==> src/klv_pkg.sv <==
// Package for the KLV triplet framer: action codes, BER limits and the
// encoder result type. No dependencies.
`default_nettype none

package klv_pkg;

    // Input transaction kinds.
    localparam logic [1:0] ACT_KEY = 2'd0;
    localparam logic [1:0] ACT_LEN = 2'd1;
    localparam logic [1:0] ACT_VAL = 2'd2;

    // BER short-form limit and long-form prefix marker.
    localparam logic [63:0] BER_SHORT_LIMIT = 64'd127;
    localparam logic [7:0]  BER_LONG_FLAG   = 8'h80;

    // Byte counts of the long forms.
    localparam logic [3:0] NB_1 = 4'd1;
    localparam logic [3:0] NB_2 = 4'd2;
    localparam logic [3:0] NB_4 = 4'd4;
    localparam logic [3:0] NB_8 = 4'd8;

    // Longest tail of bytes that follows the first output byte.
    localparam int TAIL_BYTES = 8;

    // What the encoder makes of one input transaction.
    typedef struct packed {
        logic        emit;        // transaction produces at least one byte
        logic [7:0]  first_byte;
        logic        first_last;
        logic        first_end;
        logic [63:0] tail;        // remaining bytes, left aligned, next one on top
        logic [3:0]  tail_cnt;    // number of remaining bytes, 0 to 8
    } t_enc;

endpackage

`default_nettype wire

==> src/klv_ber_enc.sv <==
// Combinational encoder: turns one input transaction into its first output
// byte and a left-aligned tail of further BER length bytes. Uses klv_pkg.
`default_nettype none

module klv_ber_enc (
    input  wire logic [1:0]  i_action,
    input  wire logic [7:0]  i_data_byte,
    input  wire logic [63:0] i_length_value,
    input  wire logic        i_final_value_byte,
    output klv_pkg::t_enc    o_enc
);

    logic [3:0] nbytes;

    // Pick the shortest long form that holds the length.
    always_comb begin
        priority if (i_length_value[63:8] == 56'd0) begin
            nbytes = klv_pkg::NB_1;
        end else if (i_length_value[63:16] == 48'd0) begin
            nbytes = klv_pkg::NB_2;
        end else if (i_length_value[63:32] == 32'd0) begin
            nbytes = klv_pkg::NB_4;
        end else begin
            nbytes = klv_pkg::NB_8;
        end
    end

    // Build the first byte and the tail for each transaction kind.
    always_comb begin
        o_enc = '0;
        unique case (i_action)
            klv_pkg::ACT_KEY: begin
                o_enc.emit       = 1'b1;
                o_enc.first_byte = i_data_byte;
                o_enc.first_last = 1'b1;
            end
            klv_pkg::ACT_VAL: begin
                o_enc.emit       = 1'b1;
                o_enc.first_byte = i_data_byte;
                o_enc.first_last = 1'b1;
                o_enc.first_end  = i_final_value_byte;
            end
            klv_pkg::ACT_LEN: begin
                o_enc.emit = 1'b1;
                if (i_length_value < klv_pkg::BER_SHORT_LIMIT) begin
                    // Short form: a zero length also closes the triplet.
                    o_enc.first_byte = i_length_value[7:0];
                    o_enc.first_last = 1'b1;
                    o_enc.first_end  = (i_length_value == 64'd0);
                end else begin
                    o_enc.first_byte = klv_pkg::BER_LONG_FLAG | {4'd0, nbytes};
                    o_enc.tail_cnt   = nbytes;
                    unique case (nbytes)
                        klv_pkg::NB_1: o_enc.tail = {i_length_value[7:0], 56'd0};
                        klv_pkg::NB_2: o_enc.tail = {i_length_value[15:0], 48'd0};
                        klv_pkg::NB_4: o_enc.tail = {i_length_value[31:0], 32'd0};
                        default:       o_enc.tail = i_length_value;
                    endcase
                end
            end
            default: begin
                // The unused action code produces no output.
                o_enc.emit = 1'b0;
            end
        endcase
    end

endmodule

`default_nettype wire

==> src/klv_triplet_framer.sv <==
// KLV triplet framer: input register, BER encoder, tail shifter and output
// register. Uses klv_pkg and klv_ber_enc.
// A transaction in the input register goes through the BER encoder and its first byte
// is loaded into the output register. Throughput: one key or value byte per cycle while
// the output is not stalled; a long-form length stalls the input while the tail shifter drains.
// Reset (synchronous, active low) empties the input register, the tail and the output.
`default_nettype none

module klv_triplet_framer (
    input  wire logic        i_clk,
    input  wire logic        i_rst_n,
    // Input channel.
    input  wire logic        i_in_valid,
    output logic             o_in_stall,
    input  wire logic [1:0]  i_action,
    input  wire logic [7:0]  i_data_byte,
    input  wire logic [63:0] i_length_value,
    input  wire logic        i_final_value_byte,
    // Output channel.
    output logic             o_out_valid,
    input  wire logic        i_out_stall,
    output logic [7:0]       o_out_byte,
    output logic             o_last_of_item,
    output logic             o_end_of_triplet
);

    // Input register.
    logic        r_in_valid;
    logic [1:0]  r_action;
    logic [7:0]  r_data_byte;
    logic [63:0] r_length_value;
    logic        r_final_value_byte;

    // Tail of a long-form length and the output register.
    logic [63:0] r_tail;
    logic [3:0]  r_tail_cnt;
    logic        r_out_valid;
    logic [7:0]  r_out_byte;
    logic        r_last;
    logic        r_end;

    klv_pkg::t_enc enc;
    logic          out_adv;
    logic          consume;
    logic          in_accept;

    klv_ber_enc u_enc (
        .i_action           (r_action),
        .i_data_byte        (r_data_byte),
        .i_length_value     (r_length_value),
        .i_final_value_byte (r_final_value_byte),
        .o_enc              (enc)
    );

    // The output register can load when it is empty or being taken.
    assign out_adv   = !r_out_valid || !i_out_stall;
    // The held transaction leaves once the tail is drained and its first
    // byte can move on; one with no output leaves at once.
    assign consume   = r_in_valid && (r_tail_cnt == 4'd0) && (out_adv || !enc.emit);
    assign o_in_stall = r_in_valid && !consume;
    assign in_accept = i_in_valid && !o_in_stall;

    // Input register control.
    always_ff @(posedge i_clk) begin
        if (!i_rst_n) begin
            r_in_valid <= 1'b0;
        end else if (in_accept) begin
            r_in_valid <= 1'b1;
        end else if (consume) begin
            r_in_valid <= 1'b0;
        end
    end

    // Input register payload.
    always_ff @(posedge i_clk) begin
        if (in_accept) begin
            r_action           <= i_action;
            r_data_byte        <= i_data_byte;
            r_length_value     <= i_length_value;
            r_final_value_byte <= i_final_value_byte;
        end
    end

    // Tail count and output valid.
    always_ff @(posedge i_clk) begin
        if (!i_rst_n) begin
            r_tail_cnt  <= 4'd0;
            r_out_valid <= 1'b0;
        end else if (out_adv) begin
            if (r_tail_cnt != 4'd0) begin
                r_tail_cnt  <= r_tail_cnt - 4'd1;
                r_out_valid <= 1'b1;
            end else if (consume && enc.emit) begin
                r_tail_cnt  <= enc.tail_cnt;
                r_out_valid <= 1'b1;
            end else begin
                r_out_valid <= 1'b0;
            end
        end
    end

    // Tail bytes and output byte payload.
    always_ff @(posedge i_clk) begin
        if (out_adv) begin
            if (r_tail_cnt != 4'd0) begin
                r_out_byte <= r_tail[63:56];
                r_last     <= (r_tail_cnt == 4'd1);
                r_end      <= 1'b0;
                r_tail     <= {r_tail[55:0], 8'd0};
            end else if (consume && enc.emit) begin
                r_out_byte <= enc.first_byte;
                r_last     <= enc.first_last;
                r_end      <= enc.first_end;
                r_tail     <= enc.tail;
            end
        end
    end

    assign o_out_valid      = r_out_valid;
    assign o_out_byte       = r_out_byte;
    assign o_last_of_item   = r_last;
    assign o_end_of_triplet = r_end;

    // The tail never holds more than the longest long form.
    a_tail_bound: assert property (@(posedge i_clk) disable iff (!i_rst_n)
        r_tail_cnt <= 4'(klv_pkg::TAIL_BYTES))
        else $error("tail count beyond eight bytes");

    // A byte that closes the triplet is always the last of its transaction.
    a_end_is_last: assert property (@(posedge i_clk) disable iff (!i_rst_n)
        (r_out_valid && r_end) |-> r_last)
        else $error("end of triplet on a byte that is not last");

    // A byte that is not last must have more bytes waiting in the tail.
    a_more_follow: assert property (@(posedge i_clk) disable iff (!i_rst_n)
        (r_out_valid && !r_last) |-> (r_tail_cnt != 4'd0))
        else $error("non-final byte with an empty tail");

    // The tail does not move while the output is stalled.
    a_tail_hold: assert property (@(posedge i_clk) disable iff (!i_rst_n)
        (r_out_valid && i_out_stall && r_tail_cnt != 4'd0) |=> $stable(r_tail_cnt))
        else $error("tail advanced under output stall");

endmodule

`default_nettype wire

==> config.mk <==
export PLATFORM = sky130hd
export DESIGN_NAME = klv_triplet_framer
export DESIGN_NICKNAME = d
export VERILOG_FILES = /design/src/klv_pkg.sv /design/src/klv_ber_enc.sv /design/src/klv_triplet_framer.sv
export SDC_FILE = /design/constraint.sdc
export NUM_CORES = 1
export LEC_CHECK = 0
export ABC_CLOCK_PERIOD_IN_PS = 7600
export BUFFER_PORTS_ARGS = -buffer_cell sky130_fd_sc_hd__clkbuf_2
export CORE_MARGIN = 1.5
export CORE_UTILIZATION = 57
export DETAILED_ROUTE_END_ITERATION = 7
export PLACE_DENSITY = 0.9
export REMOVE_ABC_BUFFERS = 1
export SETUP_SLACK_MARGIN = 0.3
export SLEW_MARGIN = 10
export SYNTH_ARGS = -nofsm -noshare
export SYNTH_HDL_FRONTEND = slang
export SYNTH_SLANG_ARGS = --single-unit
==> constraint.sdc <==
create_clock -name i_clk -period 7.6 [get_ports i_clk]
set_input_delay 1.9 -clock i_clk [delete_from_list [all_inputs] [get_ports i_clk]]
set_output_delay 1.9 -clock i_clk [all_outputs]
set_load 0.02 [all_outputs]
==> results.py <==
metrics = {
    "outcome": {
        "status": "finished, final reports clean",
    },
    "logic_synthesis": {
        "synth-edff-count": 149,
        "synth.avg_cell_area_sq_um": 14.8,
        "synth.cell_area_sq_um": 6330,
        "yosys-top-cells-area": "edfxtp_1 71%, a22o_1 3.5%, o21ai_0 2.5%, a22oi_1 2.4%, a31oi_1 2.1%",
        "syn_inst": 428,
        "ys_seq_area_frac": 0.726,
        "yosysUniqueCellTypes": 44,
        "ys_warn_count": 0,
        "async_flop_share": 0,
        "synth_largest_area_cell": "edfxtp_1",
        "synth_ff_type": "edfxtp_1",
        "yosys.area.top_type_share": 0.707,
        "yosys_register_bits": 155,
    },
    "critical_path": {
        "endpoint_kind": "output pin",
        "required_ns": 5.70,
        "crit_fanout": 5,
        "reg2reg_depth": 6,
        "criticalPathCategory": "in2out",
        "crit_start": "i_out_stall",
        "timing.critical_path.buf_inv": 2,
        "worst_r2r_startpoint": "r_length_value[34]",
        "critPathMaxStageDelay_ns": 0.22,
        "path_cells": "clkbuf_2 -> nand2_1 -> o21ai_0 -> and2_1 -> clkbuf_2",
        "cp.depth": 5,
        "crit_slowest_cell": "and2_1",
        "worstSetupStartpointType": "input pin",
        "timing.rr.end": "r_tail[43]",
        "crit_path_frequent_cell": "clkbuf_2",
        "cp-endpoint": "o_in_stall",
        "critical-path-top-delay-family": "simple AND/OR/NAND/NOR gates",
        "reg2reg_setup_slack_ns": 4.51,
        "cp.arrival_ns": 2.67,
    },
    "clocking": {
        "htreeDepth": 4,
        "cts.sinks": 155,
        "post_cts_buffers": 0,
        "clockBufferDepth": 2,
        "cts_root_buffer": "clkbuf_8",
        "cts.repair.resized": 0,
        "clock_latency_ns": 0.55,
        "cts_hold_buffers": 0,
        "cts_buffers": 17,
        "tritoncts": "done",
        "clkTransAtPathRegs_ns": 0.06,
    },
    "sta": {
        "grt_setup_unrepaired": "false",
        "setup_tns_ns": 0,
        "clock.fmax_mhz": 219,
        "hold_violations": 0,
        "finalCritPeriodShare": 0.602,
        "tightest_slew_ns": 1.03,
        "maxSlewViolCount": 0,
        "clock_skew_ns": 0.0107,
        "min_period_ns": 4.57,
        "finalSetupViolCount": 0,
        "worst_slack_ns": 3.03,
        "relSlewSlack": 0.316,
    },
    "finish": {
        "regArea_sq_um": 4590,
        "layout_commonest_cell": "edfxtp_1",
        "multi_input_area_sq_um": 1600,
        "num_antenna_cells": 0,
        "layout.cells.most_common_list": "149 x edfxtp_1, 90 x clkbuf_2, 31 x o21ai_0",
        "filler_cell_count": 701,
        "drive_gt1_frac": 0.283,
        "area_delta_synth_final_pct": 18.3,
        "nNetsFinal": 606,
    },
    "pwr": {
        "power_leakage_nw": 2.75,
        "power.share.sequential": 0.477,
        "p_comb_frac": 0.251,
        "switching_share": 0.319,
        "power_switching_w": 0.00101,
        "intPower_w": 0.00215,
        "pwr-share-clk": 0.271,
        "peakVddDrop_v": 0.000311,
        "power-per-cell-area_nw_per_um2": 421,
    },
    "floorplanning": {
        "num_io_pins": 91,
        "dieArea_sq_um": 11700,
        "die_x_um": 108,
        "coreArea_sq_um": 10800,
        "fp-row-count": 38,
        "start_util": 0.584,
        "die_height_um": 108,
    },
    "worst_hold_path": {
        "worstHoldStart": "o_out_valid",
        "worstHoldPathCells": 2,
        "min_path_type": "reg2reg",
    },
    "global_routing": {
        "grt_pass1_wl_um": 21500,
        "grt_max_degree": 76,
        "track_usage": 0.256,
        "grt_overflow": 0,
        "grt_pass1_vias": 4044,
        "grt_antenna_before_repair": 0,
    },
    "detailed_routing": {
        "drtAntennaViolNets": 0,
        "wl_per_cell_um": 21.0,
        "drc": 0,
        "drtIter0Drc": 505,
        "vias_per_cell": 6.43,
        "num_vias": 4333,
        "drt-pass1-iter-count": 6,
        "routed_wirelength_um": 14100,
    },
    "placement": {
        "dp_hpwl_um": 9160,
        "gp_congestion": 0.890,
        "post-place-ws_ns": 3.02,
        "io_buffers": 90,
    },
    "run": {
        "drv_cap": 0,
    },
}
cell families after synthesis:
kind of cell | share of synthesized area
flops | 0.726
compound gates | 0.155
buf+inv | 0.0239
fa+ha+maj | 0.0119
simple gates | 0.0836
cell type report:
| class | count | share of cell area |
|---|---|---|
| inverters | 11 | 0.00551 |
| clock buffers | 17 | 0.0553 |
| repair buffers | 94 | 0.0642 |
| multi-input cells | 242 | 0.213 |
| flip-flops and latches | 155 | 0.614 |
| clock inverters | 15 | 0.0251 |
| well taps | 140 | 0.0234 |
per-stage QoR:
| step | instance area, sq um | util | hold slack, ns | power (W) | cells |
|---|---|---|---|---|---|
| 2_1_floorplan | 6220 | - | 0.471 | 0.00204 | 408 |
| 3_3_place_gp | 6890 | 0.635 | 0.482 | 0.00225 | 642 |
| 3_5_place_dp | 6890 | 0.635 | 0.499 | 0.00229 | 642 |
| 4_1_cts | 7490 | 0.691 | 0.507 | 0.00315 | 674 |
| 5_1_grt | 7490 | 0.691 | 0.530 | 0.00328 | 674 |
| 6_report | 7490 | 0.691 | 0.513 | 0.00315 | 674 |
metal layers:
layer	GRT usage	wire (um)	part of all wire	vias up
met4	0.114	524	0.037	0
met3	0.0705	1460	0.10	59
met1	0.334	5340	0.38	2050
met5	0	0	0	-
met2	0.406	6820	0.48	308
li1	-	-	-	1916
power by group through the flow:
stage               logic, W  registers [W]  clock network, W
floorplan           0.000520        0.00152                 0
global placement    0.000747        0.00150                 0
detailed placement  0.000776        0.00152                 0
CTS                 0.000787        0.00150          0.000863
global route        0.000864        0.00153          0.000894
finish              0.000793        0.00151          0.000856
Yosys cell counts (2+ instances only):
master,instances
buf_2,9
nor2_1,11
nor3_2,2
nor3_1,6
nand2_1,28
or2_2,2
a21oi_1,14
a22oi_1,20
a221oi_1,9
clkbuf_1,6
nand2b_1,3
nand4_1,6
a31oi_1,21
o21ai_0,31
edfxtp_1,149
nor4_1,15
ha_1,6
buf_4,2
a22o_1,25
buf_6,2
nor2b_1,3
dfxtp_1,6
o21ba_2,2
o21ai_2,10
nand3_1,7
inv_1,11
and2_1,5
worst register-to-register path, stage by stage, from the launching register on:
cell,delay [ns]
edfxtp_1,0.42
nor4_1,0.55
nand4_1,0.28
nor2_1,0.60
buf_4,0.37
a21o_2,0.40
o21ai_0,0.20
flip-flops by register name, summed over array words and instances (netlist names):
name and count:
r_tail_cnt 4, r_in_valid 1, o_end_of_triplet 1, o_out_valid 1, o_out_byte 8, r_tail 64, r_length_value 64, r_action 2
o_last_of_item 1, r_data_byte 8, r_final_value_byte 1
how the worst min path moves through the flow:
stage / to / slack (ns)
floorplan: r_tail_cnt[0] / 0.47
global route: r_tail_cnt[3] / 0.53
CTS: r_tail_cnt[3] / 0.51
global placement: r_tail_cnt[0] / 0.48
finish: r_tail_cnt[3] / 0.51
detailed placement: r_tail_cnt[3] / 0.50
Note: power is estimated with default switching activity, not from simulation.
